$ cat src/rtl/lightmap_brightness_normalize_top_assert.svh
// ----------------------------------------------------------------------------
// lightmap brightness normalize assertion macros
// concurrent assertion forms for lightmap_brightness_normalize_top
// ----------------------------------------------------------------------------
`ifndef LIGHTMAP_BRIGHTNESS_NORMALIZE_TOP_ASSERT_SVH
`define LIGHTMAP_BRIGHTNESS_NORMALIZE_TOP_ASSERT_SVH

// condition implies consequence in the same cycle, quiet during reset
`define LBN_ASSERT_IMPLY(name, clk, rst, ante, cons) \
   name: assert property (@(posedge clk) disable iff (rst) (ante) |-> (cons)) \
      else $error("lbn implication check failed");

// consequence must hold in the cycle after reset is seen
`define LBN_ASSERT_AFTER_RESET(name, clk, rst, cons) \
   name: assert property (@(posedge clk) (rst) |=> (cons)) \
      else $error("lbn post-reset check failed");

`endif

$ cat src/rtl/lbn_pkg.sv
// ----------------------------------------------------------------------------
// lbn_pkg
// widths, constants, pipeline payload type and divider step function
// ----------------------------------------------------------------------------
package lbn_pkg;

   localparam int CHAN_W     = 8;
   localparam int GAIN_W     = 12;
   localparam int FRAC_W     = 8;
   localparam int PROD_W     = CHAN_W + GAIN_W;
   localparam int REM_W      = 2 * CHAN_W;
   localparam int LANES      = 3;
   localparam int STEP_BITS  = 2;
   localparam int DIV_STAGES = CHAN_W / STEP_BITS;
   localparam int NUM_STAGES = DIV_STAGES + 2;

   localparam logic [GAIN_W-1:0] GAIN_RESET = 12'd640;

   typedef logic [CHAN_W-1:0] chan_type;
   typedef logic [LANES-1:0][CHAN_W-1:0] pix_type;

   typedef struct packed {
      logic                         over;
      chan_type                     top;
      logic [LANES-1:0][REM_W-1:0]  rem;
      pix_type                      quot;
      pix_type                      scaled;
   } div_type;

   // one restoring step on every lane: quotient bit pos of rem / top
   function automatic div_type div_step(div_type x, logic [2:0] pos);
      div_type           y;
      logic [REM_W-1:0]  dvs;
      y   = x;
      dvs = REM_W'(x.top) << pos;
      for (int l = 0; l < LANES; l++) begin
         if (x.rem[l] >= dvs) begin
            y.rem[l]       = x.rem[l] - dvs;
            y.quot[l][pos] = 1'b1;
         end
      end
      return y;
   endfunction

endpackage

$ cat src/rtl/lbn_if.sv
// ----------------------------------------------------------------------------
// lbn channel interfaces
// valid/ready channels for incoming pixels and normalized pixels
// ----------------------------------------------------------------------------
interface lbn_req_if import lbn_pkg::*; ();
   logic     valid;
   logic     ready;
   chan_type red_in;
   chan_type green_in;
   chan_type blue_in;

   modport source (output valid, red_in, green_in, blue_in, input ready);
   modport sink   (input valid, red_in, green_in, blue_in, output ready);
endinterface

interface lbn_rsp_if import lbn_pkg::*; ();
   logic     valid;
   logic     ready;
   chan_type red_out;
   chan_type green_out;
   chan_type blue_out;

   modport source (output valid, red_out, green_out, blue_out, input ready);
   modport sink   (input valid, red_out, green_out, blue_out, output ready);
endinterface

$ cat src/rtl/lbn_front.sv
// ----------------------------------------------------------------------------
// lbn_front
// gain multiply, overflow detect, max channel and divider numerator
// ----------------------------------------------------------------------------
module lbn_front import lbn_pkg::*; (
   input  logic              clock,
   input  logic              load,
   input  pix_type           pix,
   input  logic [GAIN_W-1:0] gain,
   output div_type           q
);

   div_type                   front_ff;
   div_type                   front_in;
   logic [LANES-1:0][PROD_W-1:0] prod;

   always_comb begin
      front_in = '0;
      for (int l = 0; l < LANES; l++) begin
         prod[l] = PROD_W'(pix[l]) * PROD_W'(gain);
         front_in.scaled[l] = prod[l][FRAC_W+CHAN_W-1:FRAC_W];
         // scaled value needs more than eight bits
         if (|prod[l][PROD_W-1:FRAC_W+CHAN_W]) begin
            front_in.over = 1'b1;
         end
         // channel * 255
         front_in.rem[l] = (REM_W'(pix[l]) << CHAN_W) - REM_W'(pix[l]);
      end
      front_in.top = pix[0];
      for (int l = 1; l < LANES; l++) begin
         if (pix[l] > front_in.top) begin
            front_in.top = pix[l];
         end
      end
   end

   always_ff @(posedge clock) begin
      if (load) begin
         front_ff <= front_in;
      end
   end

   assign q = front_ff;

endmodule

$ cat src/rtl/lbn_divider.sv
// ----------------------------------------------------------------------------
// lbn_divider
// pipelined restoring divider, two quotient bits per stage on all lanes
// ----------------------------------------------------------------------------
module lbn_divider import lbn_pkg::*; (
   input  logic                  clock,
   input  logic [DIV_STAGES-1:0] load,
   input  div_type               d_in,
   output div_type               d_out
);

   div_type stage_ff [DIV_STAGES];

   for (genvar s = 0; s < DIV_STAGES; s++) begin : g_stage
      localparam int HI = CHAN_W - 1 - STEP_BITS * s;
      div_type stage_in;

      always_comb begin
         stage_in = (s == 0) ? d_in : stage_ff[(s == 0) ? 0 : s - 1];
         for (int j = 0; j < STEP_BITS; j++) begin
            stage_in = div_step(stage_in, 3'(HI - j));
         end
      end

      always_ff @(posedge clock) begin
         if (load[s]) begin
            stage_ff[s] <= stage_in;
         end
      end
   end

   assign d_out = stage_ff[DIV_STAGES-1];

endmodule

$ cat src/rtl/lightmap_brightness_normalize_top.sv
// ----------------------------------------------------------------------------
// lightmap_brightness_normalize_top
// lightmap pixel brightening with hue-preserving overbright normalization
// ----------------------------------------------------------------------------
// Takes one RGB pixel per cycle and returns one pixel per cycle when the
// output is not stalled. Each channel is multiplied by the Q4.8 gain in
// csr_wr_data (reset 2.5); if any scaled channel would pass 255, the pixel
// is instead rescaled so that its largest channel reads 255. The pipeline
// holds the multiply stage, four divider stages that each settle two
// quotient bits on all three channels, and the output register. Backpressure
// on rsp holds every full stage without dropping an item, while empty stages
// still take new data; no clearing pass is needed after reset.
`include "lightmap_brightness_normalize_top_assert.svh"

module lightmap_brightness_normalize_top import lbn_pkg::*; (
   input  logic              clock,
   input  logic              reset,
   lbn_req_if.sink           req,
   lbn_rsp_if.source         rsp,
   input  logic              csr_wr_en,
   input  logic [GAIN_W-1:0] csr_wr_data
);

   logic [GAIN_W-1:0]     gain_ff;
   logic [GAIN_W-1:0]     gain_in;
   logic [NUM_STAGES-1:0] valid_ff;
   logic [NUM_STAGES-1:0] valid_in;
   logic [NUM_STAGES:0]   load;
   pix_type               pix;
   div_type               front_q;
   div_type               div_out;
   pix_type               out_ff;
   pix_type               out_in;
   logic                  out_over_ff;

   assign gain_in = csr_wr_en ? csr_wr_data : gain_ff;

   // a stage may take new data when empty or when its content moves on
   always_comb begin
      load[NUM_STAGES] = rsp.ready;
      for (int i = NUM_STAGES - 1; i >= 0; i--) begin
         load[i] = !valid_ff[i] || load[i+1];
      end
      valid_in = {valid_ff[NUM_STAGES-2:0], req.valid};
   end

   always_ff @(posedge clock) begin
      if (reset) begin
         gain_ff  <= GAIN_RESET;
         valid_ff <= '0;
      end else begin
         gain_ff <= gain_in;
         for (int i = 0; i < NUM_STAGES; i++) begin
            if (load[i]) begin
               valid_ff[i] <= valid_in[i];
            end
         end
      end
   end

   assign pix = {req.blue_in, req.green_in, req.red_in};

   lbn_front u_front (
      .clock (clock),
      .load  (load[0]),
      .pix   (pix),
      .gain  (gain_ff),
      .q     (front_q)
   );

   lbn_divider u_divider (
      .clock (clock),
      .load  (load[DIV_STAGES:1]),
      .d_in  (front_q),
      .d_out (div_out)
   );

   assign out_in = div_out.over ? div_out.quot : div_out.scaled;

   always_ff @(posedge clock) begin
      if (load[NUM_STAGES-1]) begin
         out_ff      <= out_in;
         out_over_ff <= div_out.over;
      end
   end

   assign req.ready     = load[0];
   assign rsp.valid     = valid_ff[NUM_STAGES-1];
   assign rsp.red_out   = out_ff[0];
   assign rsp.green_out = out_ff[1];
   assign rsp.blue_out  = out_ff[2];

   `LBN_ASSERT_AFTER_RESET(a_reset_empties, clock, reset, valid_ff == '0)
   `LBN_ASSERT_IMPLY(a_over_nonzero_top, clock, reset, valid_ff[0] && front_q.over,
      front_q.top != '0)
   `LBN_ASSERT_IMPLY(a_div_rem_below_top, clock, reset,
      valid_ff[NUM_STAGES-2] && div_out.over,
      (div_out.rem[0] < REM_W'(div_out.top)) && (div_out.rem[1] < REM_W'(div_out.top))
      && (div_out.rem[2] < REM_W'(div_out.top)))
   `LBN_ASSERT_IMPLY(a_over_hits_full_scale, clock, reset,
      valid_ff[NUM_STAGES-1] && out_over_ff,
      (out_ff[0] == '1) || (out_ff[1] == '1) || (out_ff[2] == '1))

endmodule
$ cat src/flat_wrapper.sv
// flat-port wrapper written by rule: the top's interface ports become plain ports
module lightmap_brightness_normalize_top_flat import lbn_pkg::*;
  (clock, reset, csr_wr_en, csr_wr_data, req_valid, req_red_in, req_green_in, req_blue_in, req_ready, rsp_valid, rsp_red_out, rsp_green_out, rsp_blue_out, rsp_ready);
  lbn_req_if req_i ();
  lbn_rsp_if rsp_i ();
  input  logic clock;
  input  logic reset;
  input  logic csr_wr_en;
  input  logic [GAIN_W-1:0] csr_wr_data;
  input wire logic [$bits(req_i.valid)-1:0] req_valid;
  input wire logic [$bits(req_i.red_in)-1:0] req_red_in;
  input wire logic [$bits(req_i.green_in)-1:0] req_green_in;
  input wire logic [$bits(req_i.blue_in)-1:0] req_blue_in;
  output wire logic [$bits(req_i.ready)-1:0] req_ready;
  output wire logic [$bits(rsp_i.valid)-1:0] rsp_valid;
  output wire logic [$bits(rsp_i.red_out)-1:0] rsp_red_out;
  output wire logic [$bits(rsp_i.green_out)-1:0] rsp_green_out;
  output wire logic [$bits(rsp_i.blue_out)-1:0] rsp_blue_out;
  input wire logic [$bits(rsp_i.ready)-1:0] rsp_ready;
  assign req_i.valid = req_valid;
  assign req_i.red_in = req_red_in;
  assign req_i.green_in = req_green_in;
  assign req_i.blue_in = req_blue_in;
  assign req_ready = req_i.ready;
  assign rsp_valid = rsp_i.valid;
  assign rsp_red_out = rsp_i.red_out;
  assign rsp_green_out = rsp_i.green_out;
  assign rsp_blue_out = rsp_i.blue_out;
  assign rsp_i.ready = rsp_ready;
  lightmap_brightness_normalize_top u_core (.clock(clock), .reset(reset), .req(req_i), .rsp(rsp_i), .csr_wr_en(csr_wr_en), .csr_wr_data(csr_wr_data));
endmodule
$ cat config.mk
export PLATFORM = sky130hd
export DESIGN_NAME = lightmap_brightness_normalize_top_flat
export DESIGN_NICKNAME = d
export VERILOG_FILES = /design/src/rtl/lbn_pkg.sv /design/src/rtl/lbn_if.sv /design/src/rtl/lbn_front.sv /design/src/rtl/lbn_divider.sv /design/src/rtl/lightmap_brightness_normalize_top.sv /design/src/flat_wrapper.sv
export VERILOG_INCLUDE_DIRS = /design/src /design/src/rtl
export SDC_FILE = /design/constraint.sdc
export NUM_CORES = 1
export LEC_CHECK = 0
export ABC_AREA = 1
export BUFFER_PORTS_ARGS = -buffer_cell sky130_fd_sc_hd__buf_4
export CAP_MARGIN = 30
export CORE_ASPECT_RATIO = 1.75
export CORE_MARGIN = 5
export CORE_UTILIZATION = 45
export DETAILED_ROUTE_END_ITERATION = 6
export PLACE_DENSITY = 0.64
export SYNTH_ARGS = -nofsm -noshare
export SYNTH_HDL_FRONTEND = slang
export SYNTH_SLANG_ARGS = --single-unit
$ cat constraint.sdc
create_clock -name clock -period 15.6 [get_ports clock]
set_input_delay 2.34 -clock clock [delete_from_list [all_inputs] [get_ports clock]]
set_output_delay 2.34 -clock clock [all_outputs]
set_load 0.05 [all_outputs]
==> summary.txt <==
Run status
  • Status: finished clean

Timing
  • Hold_ws: 0.4032 ns
  • Clk_skew: 0.02599 ns
  • Final setup fails: 0
  • Tmin final: 7.767 ns
  • Final hold vios: 0
  • Worst-Margin Slew: 0.9972 ns
  • Fin Setup TNS: 0 ns
  • Fmax: 128.7 MHz
  • Max-slew violation count: 0
  • Final worst setup slack: 7.833 ns
  • Slew margin rel.: 0.3336
  • RSZ-0062 raised after global routing: no
  • Final Cycle Share: 0.4979

Floorplanning
  • Initial Util: 0.4518
  • IO Pins: 67
  • Chip Height: 397.1 µm
  • Total core area: 85280 µm²
  • # rows: 142
  • Die width: 231.2 µm
  • Die area: 91800 µm²

Route
  • Number of routed nets with antenna violations: 0
  • Detailed Routing Iterations Pass 1: 5
  • Routed wire length: 92080 µm
  • DRC: 0
  • 1st-iter DRT viols: 1306
  • Vias after detailed routing: 29685
  • Via density per instance: 5.093
  • Average wire per cell in the routed design: 15.80 µm

Worst setup path
  • CP max stage delay: 0.48 ns
  • Setup crit start kind: input pin
  • Worst setup EP type: primary output
  • RR Startpoint: u_core.gain_ff[5]
  • CP Launch Point: rsp_ready
  • Setup Crit Path Kind: in2out
  • CP dominant cell by count: nor2_1
  • CP max stage cell: nor2_1
  • Cell Chain, Critical Path: buf_4 -> nor2_1 -> inv_1 -> buf_16 -> nor2_1 -> inv_2 -> buf_4 -> nor2_1 -> inv_4 -> nor2_1 -> clkinv_2 -> nor2_1 -> nand2_4 -> buf_4
  • Worst EP arrival: 5.43 ns
  • Crit path max fanout: 51
  • Req. time, crit path: 13.26 ns

Placed design
  • Placer's final routability congestion estimate: 0.9281
  • Place WS: 7.418 ns
  • Area post-placement: 40010 µm²
  • IO Port Bufs: 66
  • Dpl cells: 5747
  • Placed wire-length estimate: 74890 µm

Clocking
  • Clock latency on the worst-skew pair: 0.59 ns
  • Max Buffers Root-to-Sink: 3
  • Clock root buffer: clkbuf_16
  • CTS tree: done
  • Total CTS buffers: 43
  • CTS Sinks: 451
  • Post-CTS resize count: 0
  • # hold bufs at CTS: 0
  • Htree depth: 2
  • CTS clk-pin slew, worst paths: 0.06 ns
  • Post-CTS setup buffer count: 0

Yosys
  • Most frequent cell after synthesis: nand2_1
  • Register area share after synthesis: 0.3468
  • Post-synth EDFFs: 433
  • Mapped Cells: 4683
  • Mapped cell area: 38530 µm²
  • Synth area leaders: edfxtp_1 (34%), nand2_1 (12%), ha_1 (10%)
  • Netlist cell types: 57
  • Synthesized Nets: 5244
  • Asr flop ratio synth: 0
  • Synth area leader: edfxtp_1
  • Synth Warn #: 0
  • Main synth FF type: edfxtp_1
  • Avg Cell Area, Syn: 8.227 µm²
  • Post-synthesis register bit count: 451
  • Share of the synthesized area in the top cell type: 0.3375
  • Top cells by count, synth: nand2_1 (1229), inv_1 (913), edfxtp_1 (433), ha_1 (322), nor2_1 (305)

Finish
  • Nets: 5274
  • Layout cells sized above 1: 0.07203
  • Area Overhead vs Synth: 7.723%
  • Fin util: 0.4867
  • Final cell count without fillers: 5829
  • Final Instance Area: 41500 µm²

Hold path
  • Origin of the worst min-delay path: u_core.u_divider.stage_ff[1][21]
  • Hold crit path type: reg2reg

Pwr
  • Tot Pwr: 9.399 mW
  • Static Leak: 21.11 nW
  • Peak VDD IR: 0.1147 mV
  • Power Density: 226.5 nW/µm²

Flow run
  • Max-Cap Viols: 0

Global route
  • GRT Total Usage: 0.2014
  • Largest net degree at the start of global routing: 70
  • Vias in the first global route: 30491
  • Initial antenna violation count: 0
  • Grt ovf: 0
  • First-pass GRT wire length: 148800 µm
## flip-flops by register name, indices dropped and copies added, names as in the netlist
| register | flops |
|---|---|
| u_core.valid_ff | 6 |
| u_core.gain_ff | 12 |
| u_core.rsp.red_out | 8 |
| u_core.rsp.blue_out | 8 |
| u_core.rsp.green_out | 8 |
| u_core.u_divider.stage_ff | 328 |
| u_core.u_front.q | 81 |
## where the power goes
group	total (mW)	internal [mW]	switching, mW
Clock	1.08	0.614	0.465
Combinational	6.03	2.25	3.78
Sequential	2.29	2.06	0.237
## layout make-up
class | count | area [µm²]
fill | 8248 | 43780
multi-input combinational | 3200 | 21140
sequential | 451 | 13360
inverter | 931 | 3510
tap | 1080 | 1351
clock buffer | 48 | 1095
timing repair buffer | 86 | 673.1
clock inverter | 32 | 365.4
antenna | 1 | 2.502
## path summary, 6_finish.rpt
check	end	slack (ns)	cells after the start
setup / recovery	req_ready	7.83	14
hold / removal	u_core.u_divider.stage_ff[2][21]	0.40	0
setup reg to reg	u_core.u_front.q[104]	10.53	19
hold reg to reg	u_core.u_divider.stage_ff[2][21]	0.40	0
## layer usage
layer	GRT usage	vias to the layer above	wire, µm
met5	0	-	0
li1	-	14987	-
met1	0.1898	13883	31650
met4	0.1292	0	7050
met3	0.01692	268	2389
met2	0.4064	547	50990
## worst max-delay path: cells and delay by family
| kind | cells | cell delay, ns |
|---|---|---|
| buf+inv | 8 | 1.70 |
| simple gates | 6 | 1.37 |
## kinds of logic after synthesis
kind of cell / share of synthesized area
DFF: 0.3468
AOI/OAI and AO/OA: 0.07226
buffers and inverters: 0.1046
muxes: 0.007307
and+or+nand+nor: 0.2241
xor gates and xnor gates: 0.03751
adders and majority gates: 0.2074
## placed cells by master (no fill, tap or decap), types with 41 or more instances in the layout
cell       Yosys  layout
nor3_1        41      41
edfxtp_1     433     433
o21ai_0      156     156
nor2_1       305     305
fa_1         198     198
inv_1        913     909
xnor2_1       65      65
nand2_1     1229    1228
buf_4          3      84
xor2_1       100     100
nand3_1      235     235
nand4_1       66      66
a21oi_1      199     199
clkbuf_16      0      43
ha_1         322     322
(Power assumes the default switching activity.)
